## src/rtl/bsmd_pkg.sv

```systemverilog
// ----------------------------------------------------------------------------
// bsmd_pkg: shared types and constants of the bank-switched memory decoder
// Bus-event mode codes, answering-unit codes, memory map windows, bank state
// and result record, and the keyboard row wiring.
// ----------------------------------------------------------------------------
package bsmd_pkg;

	// bus event kinds
	localparam logic [1:0] MODE_MEM_RD  = 2'd0;
	localparam logic [1:0] MODE_MEM_WR  = 2'd1;
	localparam logic [1:0] MODE_PORT_WR = 2'd2;
	localparam logic [1:0] MODE_INT_ACK = 2'd3;

	// answering unit
	localparam logic [2:0] TGT_NONE = 3'd0;
	localparam logic [2:0] TGT_RAM  = 3'd1;
	localparam logic [2:0] TGT_ROM  = 3'd2;
	localparam logic [2:0] TGT_FDC  = 3'd3;
	localparam logic [2:0] TGT_KBD  = 3'd4;
	localparam logic [2:0] TGT_IEEE = 3'd5;
	localparam logic [2:0] TGT_VPIA = 3'd6;

	// 4K windows, address bits 15..12
	localparam logic [3:0] REGION_ROM   = 4'h0;
	localparam logic [3:0] REGION_IO    = 4'h2;
	localparam logic [3:0] REGION_VIDEO = 4'hF;

	// I/O select, address bits 11..8
	localparam logic [3:0] IO_SEL_FDC  = 4'h1;
	localparam logic [3:0] IO_SEL_KBD  = 4'h2;
	localparam logic [3:0] IO_SEL_IEEE = 4'h9;
	localparam logic [3:0] IO_SEL_VPIA = 4'hC;

	// bank port numbers
	localparam logic [1:0] PORT_RAM_MODE = 2'd1;
	localparam logic [1:0] PORT_ATTR     = 2'd2;

	localparam logic [7:0] ACK_VECTOR = 8'hF8;
	localparam logic [7:0] ATTR_OR    = 8'h7F;

	// keyboard: address bit n drives row ROW_OF_BIT[n]
	localparam logic [2:0] ROW_OF_BIT [8] = '{3'd0, 3'd1, 3'd3, 3'd4, 3'd5, 3'd2, 3'd6, 3'd7};

	typedef struct packed {
		logic       rom_io_mapped;
		logic       attr_plane;
		logic [1:0] last_bank_port;
		logic       in_interrupt;
	} bank_state_t;

	typedef struct packed {
		logic [2:0]  target;
		logic        mem_write;
		logic [16:0] mem_addr;
		logic [7:0]  write_data;
		logic        dev_write;
		logic [1:0]  dev_reg;
		logic [7:0]  row_select;
		logic [7:0]  int_vector;
	} dec_result_t;

	function automatic logic [2:0] io_target(input logic [3:0] sel);
		logic [2:0] t;
		case (sel)
			IO_SEL_FDC:  t = TGT_FDC;
			IO_SEL_KBD:  t = TGT_KBD;
			IO_SEL_IEEE: t = TGT_IEEE;
			IO_SEL_VPIA: t = TGT_VPIA;
			default:     t = TGT_NONE;
		endcase
		return t;
	endfunction

	function automatic logic [7:0] wired_rows(input logic [7:0] a);
		logic [7:0] m;
		m = '0;
		for (int i = 0; i < 8; i++) begin
			if (a[i]) m[ROW_OF_BIT[i]] = 1'b1;
		end
		return m;
	endfunction

endpackage

```

## src/rtl/bsmd_decode.sv

```systemverilog
// ----------------------------------------------------------------------------
// bsmd_decode: single bus event decode
// Map one bus event against the current bank state; give the result record
// and the bank state that follows the event.
// ----------------------------------------------------------------------------
module bsmd_decode import bsmd_pkg::*; (
	input  logic [1:0]  mode,
	input  logic [15:0] address,
	input  logic [7:0]  data,
	input  bank_state_t st,
	output bank_state_t st_next,
	output dec_result_t res
);

	logic [3:0] region;
	logic       low;
	logic       is_wr;
	logic       through;
	logic [2:0] io_t;

	assign region  = address[15:12];
	assign low     = (address[15:14] == 2'b00);
	assign is_wr   = (mode == MODE_MEM_WR);
	// interrupt handler running from RAM mode: writes also land in RAM
	assign through = is_wr && st.in_interrupt && (st.last_bank_port == PORT_RAM_MODE);
	assign io_t    = io_target(address[11:8]);

	always_comb begin
		res     = '0;
		st_next = st;
		case (mode)
			MODE_PORT_WR: begin
				st_next.rom_io_mapped  = (address[1:0] != PORT_RAM_MODE);
				st_next.attr_plane     = (address[1:0] == PORT_ATTR);
				st_next.last_bank_port = address[1:0];
				st_next.in_interrupt   = 1'b0;
			end
			MODE_INT_ACK: begin
				st_next.rom_io_mapped = 1'b1;
				st_next.attr_plane    = 1'b0;
				st_next.in_interrupt  = 1'b1;
				res.int_vector        = ACK_VECTOR;
			end
			default: begin
				if (region == REGION_VIDEO) begin
					res.target   = TGT_RAM;
					res.mem_addr = st.attr_plane ? {1'b1, 4'h0, address[11:0]}
					                             : {1'b0, address};
					if (is_wr) begin
						res.mem_write  = 1'b1;
						res.write_data = st.attr_plane ? (data | ATTR_OR) : data;
					end
				end else if (!low || !st.rom_io_mapped) begin
					res.target   = TGT_RAM;
					res.mem_addr = {1'b0, address};
					if (is_wr) begin
						res.mem_write  = 1'b1;
						res.write_data = data;
					end
				end else begin
					if (is_wr) res.write_data = data;
					if (region == REGION_IO) begin
						if (!is_wr) begin
							res.target = io_t;
							if (io_t == TGT_KBD) res.row_select = wired_rows(address[7:0]);
							else if (io_t != TGT_NONE) res.dev_reg = address[1:0];
						end else begin
							// keyboard has no write side
							if (io_t != TGT_NONE && io_t != TGT_KBD) begin
								res.target    = io_t;
								res.dev_write = 1'b1;
								res.dev_reg   = address[1:0];
							end else begin
								res.target = through ? TGT_RAM : TGT_NONE;
							end
							if (through) begin
								res.mem_write = 1'b1;
								res.mem_addr  = {1'b0, address};
							end
						end
					end else if (through) begin
						res.target    = TGT_RAM;
						res.mem_write = 1'b1;
						res.mem_addr  = {1'b0, address};
					end else if (region == REGION_ROM) begin
						res.target   = TGT_ROM;
						res.mem_addr = {1'b0, address};
					end
				end
			end
		endcase
	end

endmodule

```

## src/rtl/bank_switched_memory_decoder_unit.sv

```systemverilog
// ----------------------------------------------------------------------------
// bank_switched_memory_decoder_unit: processor bus decoder with bank switching
// Input register, one-pass decode with bank state update, result register.
// ----------------------------------------------------------------------------
// Usage:
//   Slave side s_*: one bus event per beat. s_tuser carries the event mode,
//   s_tdata the address and write data. Master side m_*: one result beat per
//   event. m_tuser carries the answering unit, m_tdata the remaining fields.
//   Path: a taken beat passes two register stages, the input register and
//   then the result register, before it appears on m_*.
//   Throughput: one beat per cycle while the result register is empty or
//   being taken; both stages then advance together.
//   The bank state (ROM/IO mapping, attribute plane, last bank port,
//   interrupt flag) is updated as an event moves from the input register
//   into the result register, so events see it in strict arrival order.
//   Reset: arst_n low empties both stages and returns to ROM/IO-mapped mode
//   with the attribute plane off, bank port 0 and no interrupt pending.
//   Stall: with m_tready low the result holds; an empty input register still
//   takes one more beat, and s_tready stays low while the input register is
//   full, until the result is taken.
// ----------------------------------------------------------------------------
module bank_switched_memory_decoder_unit import bsmd_pkg::*; (
	input  logic        clk,
	input  logic        arst_n,
	input  logic        s_tvalid,
	output logic        s_tready,
	input  logic [23:0] s_tdata,  // [15:0] address, [23:16] data
	input  logic [1:0]  s_tuser,  // [1:0] mode
	output logic        m_tvalid,
	input  logic        m_tready,
	output logic [47:0] m_tdata,  // [0] mem_write, [17:1] mem_addr, [25:18] write_data,
	                              // [26] dev_write, [28:27] dev_reg, [36:29] row_select,
	                              // [44:37] int_vector, [47:45] zero
	output logic [2:0]  m_tuser   // [2:0] target
);

	logic        valid_s1;
	logic [1:0]  mode_s1;
	logic [15:0] addr_s1;
	logic [7:0]  data_s1;
	logic        valid_s2;
	dec_result_t res_s2;
	bank_state_t st_q;
	bank_state_t st_next;
	dec_result_t res;
	logic        adv_s2;
	logic        adv_s1;

	// result register frees when empty or taken this cycle
	assign adv_s2   = !valid_s2 || m_tready;
	assign adv_s1   = valid_s1 && adv_s2;
	assign s_tready = !valid_s1 || adv_s2;

	// input register
	always_ff @(posedge clk or negedge arst_n) begin
		if (!arst_n) begin
			valid_s1 <= 1'b0;
		end else if (s_tready) begin
			valid_s1 <= s_tvalid;
		end
	end

	always_ff @(posedge clk) begin
		if (s_tready && s_tvalid) begin
			mode_s1 <= s_tuser;
			addr_s1 <= s_tdata[15:0];
			data_s1 <= s_tdata[23:16];
		end
	end

	bsmd_decode u_decode (
		.mode    (mode_s1),
		.address (addr_s1),
		.data    (data_s1),
		.st      (st_q),
		.st_next (st_next),
		.res     (res)
	);

	// bank state: commit only when the event leaves the input register
	always_ff @(posedge clk or negedge arst_n) begin
		if (!arst_n) begin
			st_q <= '{rom_io_mapped: 1'b1, attr_plane: 1'b0, last_bank_port: 2'd0,
			          in_interrupt: 1'b0};
		end else if (adv_s1) begin
			st_q <= st_next;
		end
	end

	// result register
	always_ff @(posedge clk or negedge arst_n) begin
		if (!arst_n) begin
			valid_s2 <= 1'b0;
		end else if (adv_s2) begin
			valid_s2 <= valid_s1;
		end
	end

	always_ff @(posedge clk) begin
		if (adv_s1) res_s2 <= res;
	end

	assign m_tvalid = valid_s2;
	assign m_tuser  = res_s2.target;
	assign m_tdata  = {3'b000, res_s2.int_vector, res_s2.row_select, res_s2.dev_reg,
	                   res_s2.dev_write, res_s2.write_data, res_s2.mem_addr,
	                   res_s2.mem_write};

	// acknowledge always lands in mapped mode with the interrupt flag set
	assert property (@(posedge clk) disable iff (!arst_n)
		adv_s1 && mode_s1 == MODE_INT_ACK |=>
			st_q.in_interrupt && st_q.rom_io_mapped && !st_q.attr_plane)
		else $error("acknowledge did not force mapped mode");

	// a port write records its port and ends the interrupt
	assert property (@(posedge clk) disable iff (!arst_n)
		adv_s1 && mode_s1 == MODE_PORT_WR |=>
			!st_q.in_interrupt && st_q.last_bank_port == $past(addr_s1[1:0]))
		else $error("port write did not update bank state");

	// an event leaving the input register is always held as a result
	assert property (@(posedge clk) disable iff (!arst_n)
		adv_s1 |=> valid_s2)
		else $error("decoded event lost");

	// RAM write enable only on RAM or a writable device in write-through
	assert property (@(posedge clk) disable iff (!arst_n)
		valid_s2 && res_s2.mem_write |->
			res_s2.target == TGT_RAM || res_s2.target == TGT_FDC ||
			res_s2.target == TGT_IEEE || res_s2.target == TGT_VPIA)
		else $error("RAM write on wrong target");

	// device strobes never come with an interrupt vector
	assert property (@(posedge clk) disable iff (!arst_n)
		valid_s2 && res_s2.int_vector != 8'd0 |->
			!res_s2.dev_write && !res_s2.mem_write && res_s2.target == TGT_NONE)
		else $error("acknowledge result not clean");

endmodule
```

## config.mk

```make
export PLATFORM = sky130hd
export DESIGN_NAME = bank_switched_memory_decoder_unit
export DESIGN_NICKNAME = d
export VERILOG_FILES = /design/src/rtl/bsmd_pkg.sv /design/src/rtl/bsmd_decode.sv /design/src/rtl/bank_switched_memory_decoder_unit.sv
export SDC_FILE = /design/constraint.sdc
export NUM_CORES = 1
export LEC_CHECK = 0
export ABC_AREA = 1
export BUFFER_PORTS_ARGS = -buffer_cell sky130_fd_sc_hd__buf_2
export CORE_MARGIN = 3
export CORE_UTILIZATION = 46
export DETAILED_ROUTE_END_ITERATION = 10
export GPL_TIMING_DRIVEN = 0
export PLACE_DENSITY = 0.75
export SLEW_MARGIN = 20
export SYNTH_ARGS = -nofsm -noshare
export SYNTH_HDL_FRONTEND = slang
export SYNTH_SLANG_ARGS = --single-unit
```

## constraint.sdc

```tcl
create_clock -name clk -period 2.2 [get_ports clk]
set_input_delay 0.66 -clock clk [delete_from_list [all_inputs] [get_ports clk]]
set_output_delay 0.66 -clock clk [all_outputs]
set_load 0.02 [all_outputs]
```

Word-level counts from Yosys, hierarchy flattened:

Index checks and enable logic that the tools add are counted.

* flip-flop bits (word level): 81
* bits in latches: 0
* memory bits (writable): 0
* memory bits (read-only): 0
* input port bits: 30
* output and inout port bits: 53
* logic and storage cells: 92
* memories kept: 0

* add/subtract/negate cells: 0
* $mul: 0
* divide/modulo/power cells: 0
* $lt $le $gt $ge: 0
* equal/unequal tests: 14
* shift-type cells: 0
* multiplexer cells: 34
* bitwise gates (word level): 3
* reduce and logical (&&, ||, !) cells: 23

Operator list (count)
* $mux W27: 2
* $mux W18: 2
* $mux W17: 2
* $mux W8: 3
* $mux W21: 1
* $mux W16: 1
* $eq A4 B4 Y1 const B: 3
* $pmux W3 S4: 1
* $mux W1: 11
* $mux W2: 5
* $mux W3: 3
* $eq A4 B2 Y1 const B: 2
* $mux W7: 1
* $reduce_or A7 Y1: 1
* $eq A2 B2 Y1 const B: 3
* $reduce_or A6 Y1: 1
* $logic_and A1 B1 Y1: 5
* $reduce_or A5 Y1: 1
* $eq A2 B1 Y1 const B: 2
* $eq A4 B1 Y1 const B: 1
* $logic_not A1 Y1: 4
* $logic_not A4 Y1: 1
* $pmux W2 S2: 1
* $reduce_and A2 Y1: 2
* other kinds (11): 15

Longest topological paths before layout:

Gate-level depths: netlist of the first run.

* word-level depth: 9
* mapped depth: 7
* depth with buffers taken out: 7

Hierarchy:

A second synthesis of the first run with hierarchy kept.

* cells, all modules: 253
* area, all modules: 3171.8 um2

Modules (own cells, without submodules)
* bank_switched_memory_decoder_unit: times used 1, cells an instance 109, area each 2522.4 um2, seq. area each 2398.6 um2
* bsmd_decode: times used 1, cells an instance 144, area each 649.4 um2, seq. area each 0.0 um2

Worst setup path before layout of the first run:

OpenSTA, ideal clock, no wires.

* kind: input to register
* start point: in m_tready
* end point: reg st_q[1] (netlist bit)
* library setup time: 130 ps
* arrival time: 2521 ps
* required time: 2070 ps
* setup slack: -451 ps
* cell stages on the path: 5
* path buffers: 0
* path through: inv_1 -> a21oi_2 -> nand2_2 -> nor2_1 -> o21ai_0

* longest elaborated chain between the ends: 3

Ends and longest elaborated chain
* start, declared: line bank_switched_memory_decoder_unit.sv:30 `input logic m_tready,`
* $logic_or A1 B1 Y1: line bank_switched_memory_decoder_unit.sv:50 `assign adv_s2 = !valid_s2 || m_tready;`
* $logic_and A1 B1 Y1: line bank_switched_memory_decoder_unit.sv:51 `assign adv_s1 = valid_s1 && adv_s2;`
* via adv_s1: line bank_switched_memory_decoder_unit.sv:47 `logic adv_s1;`
* $reduce_and A2 Y1 (no source line)
* end signal, assigned: line bank_switched_memory_decoder_unit.sv:83 `st_q <= '{rom_io_mapped: 1'b1, attr_plane: 1'b0, last_bank_port: 2'd0,`
* end signal, assigned: line bank_switched_memory_decoder_unit.sv:86 `st_q <= st_next;`
* end, declared: line bank_switched_memory_decoder_unit.sv:43 `bank_state_t st_q;`

The timed path passes the listed nets, and every way through them passes these cells.
A chain may end at the register's enable or synchronous reset.

Worst setup path in the final report of the first run:

* start point: in m_tready
* end point: reg st_q[3] (netlist bit)

Same word-level chain as after synthesis.

==> results of run 1 <==
## worst reg2reg max path, delay by kind of cell, from the launching register on
family / cells / cell delay (ps)
buffers and inverters: 1 / 250
and+or+nand+nor: 4 / 530
AOI/OAI and AO/OA: 1 / 560
DFF: 1 / 430
## flip-flops by register name (all words and copies together) (netlist names)
name and cells:
data_s1 8, addr_s1 16, st_q 5, valid_s1 1
m_tuser 3, m_tdata 38, m_tvalid 1, mode_s1 2
## synthesized netlist by cell type, drive strengths merged
| cell type | instances | area (um2) |
|---|---|---|
| buf | 14 | 103 |
| dfstp | 1 | 26.3 |
| conb | 1 | 3.75 |
| nand3b | 1 | 7.51 |
| inv | 38 | 143 |
| nand2 | 34 | 133 |
| nor3 | 5 | 30.0 |
| nand3 | 19 | 100 |
| or2 | 1 | 6.26 |
| o21ai | 4 | 20.0 |
| a21oi | 7 | 38.8 |
| nand4 | 1 | 12.5 |
| nor2 | 42 | 168 |
| nor4 | 1 | 6.26 |
| edfxtp | 67 | 2010 |
| dfrtp | 6 | 150 |
## layer usage
metal / up-vias / global-route usage
met2: 63 / 0.247
met1: 836 / 0.168
met3: 16 / 0.0333
met5: - / 0
met4: 0 / 0.0907
li1: 968 / -
## final cells by class
class / count / area, um2 / share of cell area
Buffer: 14 / 103 / 0.0280
Clock buffer: 9 / 124 / 0.0338
Clock inverter: 6 / 58.8 / 0.0160
Inverter: 38 / 143 / 0.0389
Multi-Input combinational cell: 121 / 552 / 0.150
Sequential cell: 74 / 2190 / 0.596
Tap cell: 75 / 93.8 / 0.0256
Timing Repair Buffer: 77 / 408 / 0.111
## cells in the final DEF, fill, tap and decap left out, drive strengths merged
| cell type | count |
|---|---|
| a21oi | 7 |
| buf | 91 |
| bufinv | 1 |
| clkbuf | 9 |
| clkinv | 3 |
| clkinvlp | 2 |
| conb | 6 |
| dfrtp | 6 |
| dfstp | 1 |
| edfxtp | 67 |
| inv | 38 |
| nand2 | 34 |
| nand3 | 19 |
| nand3b | 1 |
| nand4 | 1 |
| nor2 | 42 |
| nor3 | 5 |
| nor4 | 1 |
| o21ai | 4 |
| or2 | 1 |
## stage by stage
| stage | worst slack [ps] | util |
|---|---|---|
| 6_report | 361 | 0.605 |
| 5_1_grt | 181 | 0.605 |
| 4_1_cts | 322 | 0.605 |
| 3_5_place_dp | -19.0 | 0.575 |
| 3_3_place_gp | -332 | 0.571 |
| 2_1_floorplan | 77.6 | - |
## report_power, final
part | internal [mW] | leakage (nW) | switching, mW
Sequential | 1.71 | 0.739 | 0.0577
Combinational | 0.160 | 0.858 | 0.320
Clock | 0.509 | 0.0885 | 0.466
## cells by family after synthesis
| group | count (synthesis) | synth area share |
|---|---|---|
| simple gates | 104 | 0.156 |
| flops | 74 | 0.740 |
| buf+inv | 52 | 0.0829 |
| compound gates | 11 | 0.0199 |
| other cells | 1 | 0.00127 |
## worst min path at each step
stage                              startpoint                   end  slack [ps]  cells past startpoint
after floorplan                        arst_n  m_tvalid$_DFFE_PN0P_         360                      0
after detailed placement  st_q[3]$_DFFE_PN0P_   st_q[3]$_DFFE_PN0P_         470                      2
final                                  arst_n   st_q[1]$_DFFE_PN0P_         160                      1
after global routing                   arst_n   st_q[3]$_DFFE_PN0P_         150                      1
after global placement    st_q[3]$_DFFE_PN0P_   st_q[3]$_DFFE_PN0P_         470                      2
after CTS                              arst_n   st_q[1]$_DFFE_PN0P_         150                      1
==> summary.md, run 1 <==
| Metric | Value |
|---|---|
| Status | finished clean |
| Fillers | between 500 and 600 |
| Cell Area, Synth | slightly below 0.003 mm2 |
| Tcrit/Tclk final | 0.836 |
| Post_cts resized | 0 |
| CP max stage delay | about 540 ps |
| Cell chosen for the clock root | clkbuf_8 |
| Worst-path cell chain | buf_2, inv_1, a21oi_4, buf_16, nand2_2, nor2_1, nand3_1, nand2_1 |
| Row count | 28 |
| Metal-1 WL | 1990 um |
| DIE AREA | 0.00743 mm2 |
| Crit path capture type | flip-flop |
| Io pins | slightly above 80 |
| Routed vias | between 1,500 and 2,000 |
| Critical path arrival | 2110 ps |
| Clock buffer depth | 2 |
| Final Non-Filler Cells | just over 400 |
| Antenna Cells | 0 |
| Worst-Skew Late Latency | roughly 330 ps |
| Maxcap violations | 0 |
| Yosys reg bits | 74 |
| Number of warning messages in the yosys log | 0 |
| Crit path launch | m_tready |
| Routed WL | between 5000 and 6000 um |
| DRC violations left | 0 |
| Total power draw | 3.22 mW |
| Total gr overflow | 0 |
| Worst VDD drop | 0.000573 V |
| Hold_ws | approximately 160 ps |
| Reg-to-reg slack, setup | 380 ps |
| Chip width | about 86 um |
| Routed len/inst | roughly 12 um |
| Core ar. | slightly above 0.006 mm2 |
| Met3 routed WL | just over 300 um |
| RSZ-0062 raised after global routing | no |
| Syn_area_per_cell | about 12 um2 |
| DP Cell Count | approximately 400 |
| IO Port Bufs | 76 |
| Gp weighted congestion | 0.868 |
| Initial detailed-routing violation count | 121 |
| Die H | roughly 86 um |
| TritonCTS clock tree | yes |
| Stages on worst setup path | 8 |
| Delay-heaviest family, CP | compound AO/OA/AOI/OAI gates |
| Vias per cell | about 4.5 |
| Highest metal used | met4 |
| Layout cells sized above 1 | 0.339 |
| Clock tree sinks | 74 |
| Placed instance area | 0.00349 mm2 |
| Buf/Inv on CP | 3 |
| CTS Buf Count | 9 |
| Clock transition at path regs | roughly 70 ps |
| Layout overhead on the synthesized area | 24.0% |
| Slowest-stage cell, CP | a21oi_4 |
| CP Class | input port to flip-flop |
| Number of library cell types mapped by synthesis | 26 |
| Design area | approximately 0.0037 mm2 |
| Required @ worst endpoint | between 2000 and 2500 ps |
| H-tree depth | 3 |
| Worst Clk Skew | about 7.1 ps |
| CP endpoint | st_q[3]$_DFFE_PN0P_ |
| Max Clk Rate | roughly 540 MHz |
| Headroom to the max-slew limit | 0.364 |
| Starting Density | 0.488 |
| Global Route Usage Sum | 0.146 |
| Met2 routed wirelength | around 2500 um |
| Initial antenna violation count | 0 |
| Final setup fails | 0 |
| RR Endpoint | st_q[3]$_DFFE_PN0P_ |
| Kind of start point of the critical path | input port |
| Pleak | 1.68 nW |
| Worst Max-Slew Pin Slew | between 900 and 1000 ps |
| Post-DP HPWL | between 3000 and 4000 um |
| Number of global-route vias before repair | approximately 1,800 |
| First-pass GRT wire length | 8140 um |
| Post-CTS Setup Bufs | 0 |
| Setup TNS Final | 0 ps |
| Fin nets | ~370 |
| Final slew viol count | 0 |
| Syn Inst Count | about 240 |
| Sequential fraction of the synthesis area | 0.740 |
| Min Tclk post-route | 1840 ps |
| Largest net degree at the start of global routing | 27 |
| Hold crit path type | input port to async pin |
| FF-to-FF path depth | 6 |
| # hold bufs at CTS | 0 |
| Pre-antenna DRT Iters | 5 |
| ANT nets after route | 0 |
| Crit-path max FO | 25 |
| Fin. Hold Viols | 0 |
| Crit Reg-Reg Startpoint | m_tvalid$_DFFE_PN0P_ |
| Pwr dens | 878 mW/mm2 |
Power figures use the tool's default switching activity.
==> run 2, diff against run 1 <==
clock period = 1.6 ns   (was 2.2 ns; I/O delays follow)
==> run 2 against run 1 <==
Compared with the run above:
- routed wire length up 8.1%
- sequential cell count unchanged
- register-to-register slack got worse by 230 ps
- critical path depth fell by 6
- sequential power is 38% higher
- non-clock buffer count grew 1
- core utilization grew 1.2 points
- clock skew increased by 1.5 ps
- global-route usage up 0.57 points
- die area unchanged
- clock-buffer cell count grew 2
- first-iteration DRC count unchanged
- largest cell class unchanged
- largest power group unchanged
==> summary.md, run 2 (same netlist as run 1, synthesis figures left out) <==
| Metric | Value |
|---|---|
| Hold_ws | 324 ps (+168 ps) |
| Pwr dens | 1190 mW/mm2 (+35%) |
| Layout overhead on the synthesized area | 26.5% |
| Most frequent cells in the layout | 73 x buf_2, 67 x edfxtp_1, 39 x nor2_1, 34 x inv_1, 31 x nand2_1 |
| Design area | 0.00374 mm2 (+2.0%) |
| Fillers | 493 (-4.1%) |
| Flip-flop and latch area | 0.00219 mm2 (about the same) |
| Total power draw | 4.44 mW (+38%) |
| Initial antenna violation count | 0 (unchanged) |
| Final Non-Filler Cells | 416 (+0.48%) |
| Kind of start point of the critical path | flip-flop |
| Critical path arrival | 1070 ps (-1040 ps) |
| Maxcap violations | 0 (unchanged) |
| Final WS setup | 48.0 ps (-313 ps) |
| Setup TNS Final | 0 ps (unchanged) |
| Total gr overflow | 0 (unchanged) |
| Placed instance area | 0.00351 mm2 (+0.79%) |
| Row count | 28 (unchanged) |
| Number of global-route vias before repair | 1,870 (+5.0%) |
| Routing usage on met1 | 0.179 (+0.0107) |
| DIE AREA | 0.00743 mm2 (unchanged) |
| DP Cell Count | 399 (unchanged) |
| Gp weighted congestion | 0.857 (-1.3%) |
| Largest register FFs | 38 (unchanged) |
| Worst Clk Skew | 8.58 ps (+1.51 ps) |
| Hold crit path type | input port to flip-flop |
| Crit path capture type | primary output |
| Starting Density | 0.488 (unchanged) |
| Commonest non-fill, non-tap cell in the layout | buf_2 |
| Worst Max-Slew Pin Slew | 518 ps (-434 ps) |
| Clock transition at path regs | 70 ps (about the same) |
| Routed vias | 1,904 (+1.1%) |
| Final slew viol count | 0 (unchanged) |
| Clock buffer depth | 2 (unchanged) |
| Io pins | 83 (unchanged) |
| Headroom to the max-slew limit | 0.653 (+0.288) |
| Pre-antenna DRT Iters | 4 (-1) |
| Initial detailed-routing violation count | 121 (unchanged) |
| Routed len/inst | 13.0 um (+7.6%) |
| Pleak | 1.70 nW (+0.74%) |
| Layout cells sized above 1 | 0.352 (+0.0127) |
| Multi-input gate area | 576 um2 (+4.3%) |
| First-pass GRT wire length | 8460 um (+4.0%) |
| Crit-path max FO | 5 (-80%) |
| Max Clk Rate | 644 MHz |
| Grt peak-use layer | met2 |
| Largest net degree at the start of global routing | 27 (unchanged) |
| Utilization after layout | 0.617 (+0.0120) |
| Fin. Hold Viols | 0 (unchanged) |
| H-tree depth | 3 (unchanged) |
| Core ar. | 0.00606 mm2 (unchanged) |
| Clock tree sinks | 74 (unchanged) |
| IO Port Bufs | 76 (unchanged) |
| Routed WL | 5420 um (+8.1%) |
| Die H | 86.2 um (unchanged) |
| Final setup fails | 0 (unchanged) |
| Global Route Usage Sum | 0.152 (+0.00567) |
| RSZ-0062 raised after global routing | no |
| Post-DP HPWL | 3890 um (+2.5%) |
| M2 GR Usage | 0.250 (+0.00280) |
| Status | finished clean |
| Placement Setup Slack | -423 ps (-404 ps) |
| Worst-Skew Late Latency | 330 ps (about the same) |
| CP Class | flip-flop to primary output |
| Met3 Track Usage GR | 0.0409 (+0.00760) |
| Tcrit/Tclk final | 0.970 |
| Required @ worst endpoint | 1120 ps (-1350 ps) |
| DRC violations left | 0 (unchanged) |
| CTS Buf Count | 9 (unchanged) |
| Min Tclk post-route | 1550 ps |
| Worst VDD drop | 0.000577 V (+0.67%) |
| Fin nets | 367 (+0.55%) |
| ANT nets after route | 0 (unchanged) |
| Cell chosen for the clock root | clkbuf_8 |
| TritonCTS clock tree | yes |
| Vias per cell | 4.58 (+0.63%) |
| Antenna Cells | 0 (unchanged) |
| Chip width | 86.2 um (unchanged) |
[run 2: changes by cell type in the layout (fill, tap and decap cells not counted), moves of 2 or more]
cell / previous run / this run
clkbuf_1: 0 / 2
buf_6: 1 / 4
o21ai_0: 4 / 2
o21ai_1: 0 / 2
buf_2: 77 / 73
inv_1: 36 / 34
[run 2: layer usage]
layer  vias to the layer above  wire [um]
li1                        975          -
met1                       854       2200
met2                        63       2780
met3                        12        311
met4                         0        129
met5                         -          0
[run 2: worst max-delay path, stage by stage, from the launching register on]
cell,delay (ps)
edfxtp_1,450
buf_4,170
buf_6,120
[run 2: repair_timing]
action,4_1_cts,5_1_grt
resized for setup,0,10
hold buffers,1,0
cloned,0,1
hold endpoints to repair,6,0
setup buffers,1,0
endpoints found under the setup margin,5,34
pin swaps,1,0
[run 2: report_power, final]
part | total, mW | switching [mW] | internal (mW)
combinational | 0.703 | 0.462 | 0.241
sequential | 2.44 | 0.0837 | 2.35
clock | 1.31 | 0.603 | 0.703
total | 4.44 | 1.15 | 3.30
[run 2: cell type report]
class                           instances  share of cell area
Sequential cell                        74               0.585
Multi-Input combinational cell        121               0.154
Timing Repair Buffer                   79               0.119
Inverter                               38              0.0425
Clock buffer                           11              0.0351
Buffer                                 13              0.0254
Tap cell                               75              0.0251
Clock inverter                          4              0.0117
Timing Repair inverter                  1             0.00201
[run 2: worst paths after layout]
check / cells after the start / slack, ps / end / start
max reg2reg: 7 / 150 / m_tdata[11]$_SDFFCE_PP0P_ / addr_s1[15]$_DFFE_PP_
min reg2reg: 2 / 480 / st_q[3]$_DFFE_PN0P_ / st_q[3]$_DFFE_PN0P_
min: 1 / 320 / addr_s1[5]$_DFFE_PP_ / s_tdata[5]
max: 2 / 50 / m_tdata[44] / m_tdata[43]$_DFFE_PP_
min in group asynchronous: 2 / 530 / valid_s1$_DFFE_PN0N_ / arst_n
max in group asynchronous: 2 / 830 / st_q[4]$_DFFE_PN1P_ / arst_n
==> run 3, diff against run 2 <==
ABC_CLOCK_PERIOD_IN_PS = 1600   (was unset)
BUFFER_PORTS_ARGS = unset   (was -buffer_cell sky130_fd_sc_hd__buf_2)
CORE_UTILIZATION = 50   (was 46)
DONT_BUFFER_PORTS = 1   (was unset)
MAX_ROUTING_LAYER = met4   (was unset)
PLACE_DENSITY = 0.68   (was 0.75)
==> run 3 against run 2 <==
Compared with the run above:
- die area decreased by 7.5%
- sequential power rose by 7%
- largest power group unchanged
- via count fell by 10%
- non-clock buffer count down 70
- clock power is 17% higher
- highest routed layer unchanged
==> summary.md, run 3 (same netlist as run 1, synthesis figures left out) <==
| Metric | Value |
|---|---|
| Cell chosen for the clock root | clkbuf_8 |
| Layout overhead on the synthesized area | 16.6% |
| Number of global-route vias before repair | 1,732 (-7.4%) |
| Most frequent cells in the layout | 67 x edfxtp_1, 39 x nor2_1, 34 x inv_1, 31 x nand2_1, 17 x nand3_1 |
| Crit-path max FO | 5 (unchanged) |
| Switching power | 1.19 mW (+4.0%) |
| Worst Clk Skew | 11.8 ps (+3.19 ps) |
| Maxcap violations | 0 (unchanged) |
| Hold crit path type | input port to flip-flop |
| Slowest-stage cell, CP | edfxtp_1 |
| Largest register FFs | 38 (unchanged) |
| Routed WL | 5680 um (+4.8%) |
| Total power draw | 4.58 mW (+3.1%) |
| DIE AREA | 0.00688 mm2 (-7.5%) |
| Antenna Cells | 0 (unchanged) |
| Global Route Usage Sum | 0.184 (+0.0322) |
| Initial detailed-routing violation count | 121 (unchanged) |
| Worst VDD drop | 0.000680 V (+18%) |
| CP max stage delay | 530 ps (+80 ps) |
| Fin. Hold Viols | 0 (unchanged) |
| Buf/Inv on CP | 1 (-1) |
| Pre-antenna DRT Iters | 4 (unchanged) |
| Int Pwr | 3.39 mW (+2.8%) |
| Tcrit/Tclk final | 0.985 (+0.0149) |
| Delay-heaviest family, CP | flip-flops |
| Crit path capture type | primary output |
| Utilization after layout | 0.615 (-0.00234) |
| Status | finished clean |
| Largest net degree at the start of global routing | 24 (-11%) |
| Post-DP HPWL | 3840 um (-1.1%) |
| Row count | 27 (-3.6%) |
| Commonest non-fill, non-tap cell in the layout | edfxtp_1 |
| First-pass GRT wire length | 9140 um (+8.1%) |
| Pwr dens | 1330 mW/mm2 (+12%) |
| Worst-Skew Late Latency | 340 ps (about the same) |
| Vias per cell | 4.95 (+8.2%) |
| TritonCTS clock tree | yes |
| H-tree depth | 3 (unchanged) |
| Io pins | 83 (unchanged) |
| Core ar. | 0.00561 mm2 (-7.5%) |
| Reg power frac | 0.569 (+0.021) |
| CP Class | flip-flop to primary output |
| Pleak | 1.43 nW (-16%) |
| Gp weighted congestion | 0.830 (-3.1%) |
| Critical path arrival | 1100 ps (+30 ps) |
| Clock transition at path regs | 80 ps (about the same) |
| Routed len/inst | 16.5 um (+26%) |
| Layout cells sized above 1 | 0.194 (-0.158) |
| Setup TNS Final | 0 ps (unchanged) |
| Routed vias | 1,708 (-10%) |
| Clock tree sinks | 74 (unchanged) |
| Fin nets | 298 (-19%) |
| Clock buffer depth | 2 (unchanged) |
| Initial antenna violation count | 0 (unchanged) |
| IO Port Bufs | 0 (-100%) |
| Headroom to the max-slew limit | 0.602 (-0.0511) |
| Starting Density | 0.528 (+0.0394) |
| Worst-path cell chain | buf_4 |
| Kind of start point of the critical path | flip-flop |
| Sw Ratio | 0.261 (+0.00226) |
| Clock share of power | 0.334 (+0.040) |
| DRC violations left | 0 (unchanged) |
| Required @ worst endpoint | 1120 ps (about the same) |
| Design area | 0.00345 mm2 (-7.8%) |
| Max Clk Rate | 635 MHz (-1.5%) |
| RSZ-0062 raised after global routing | yes |
| CTS Buf Count | 9 (unchanged) |
| Final slew viol count | 0 (unchanged) |
| Worst Max-Slew Pin Slew | 598 ps (+79.4 ps) |
| Comb power frac | 0.096 (-0.062) |
| Final setup fails | 0 (unchanged) |
| Die H | 82.9 um (-3.8%) |
| Chip width | 82.9 um (-3.8%) |
| Min Tclk post-route | 1580 ps (+23.8 ps) |
| Total gr overflow | 0 (unchanged) |
| Placed instance area | 0.00313 mm2 (-11%) |
| ANT nets after route | 0 (unchanged) |
==> run 3: changes by cell type in the layout (fill, tap and decap cells not counted), sizes merged <==
cell      change
buf          -70
bufinv        +1
clkinvlp      +1
a21oi         +1
clkbuf        -1
==> run 3: power by group through the flow <==
stage,logic [mW],registers (mW),clock network (mW)
after floorplan,0.298,2.61,0
after global placement,0.354,2.64,0
after detailed placement,0.391,2.65,0
after CTS,0.432,2.61,1.55
after global routing,0.493,2.63,1.67
final,0.440,2.61,1.53
==> run 3: repair_timing <==
action | 4_1_cts | 5_1_grt
resized for setup | 3 | 2
endpoints found under the hold margin | 7 | 0
hold buffers | 1 | 0
cloned | 2 | 0
buffers inserted | 4 | 2
setup endpoints to repair | 55 | 17
==> run 3: final timing paths <==
| kind | start | endpoint | slack, ps | depth (start not counted) |
|---|---|---|---|---|
| min reg2reg | st_q[3]$_DFFE_PN0P_ | st_q[3]$_DFFE_PN0P_ | 480 | 2 |
| max reg2reg | mode_s1[0]$_DFFE_PP_ | m_tdata[10]$_SDFFCE_PP0P_ | 140 | 7 |
| min | s_tdata[7] | addr_s1[7]$_DFFE_PP_ | 230 | 0 |
| max in group asynchronous | arst_n | st_q[4]$_DFFE_PN1P_ | 850 | 1 |
| min in group asynchronous | arst_n | valid_s1$_DFFE_PN0N_ | 470 | 1 |
| max | m_tdata[43]$_DFFE_PP_ | m_tdata[41] | 20 | 1 |
==> run 3: layer usage <==
metal / global-route usage / part of all wire / wire length [um] / up-vias
li1: - / - / - / 835
met5: - / 0 / 0 / -
met4: 0.119 / 0.042 / 240 / 0
met1: 0.219 / 0.40 / 2270 / 797
met2: 0.278 / 0.51 / 2920 / 58
met3: 0.0476 / 0.043 / 243 / 18
==> run 3: cell type report <==
| cell class | count | area, um2 |
|---|---|---|
| well taps | 72 | 90.1 |
| plain buffers | 14 | 103 |
| repair buffers | 8 | 95.1 |
| flip-flops and latches | 74 | 2190 |
| inverters | 38 | 159 |
| fillers | 458 | 2160 |
| clock buffers | 10 | 128 |
| repair inverters | 1 | 7.51 |
| multi-input cells | 122 | 597 |
| clock inverters | 6 | 81.3 |
==> run 3: metrics by stage <==
stage | worst slack (ps) | std cells | hold slack, ps
CTS | 3.48 | 343 | 211
global placement | -630 | 319 | 185
floorplan | -250 | 247 | 184
detailed placement | -352 | 320 | 185
finish | 24.2 | 345 | 225
global route | -30.0 | 345 | 200
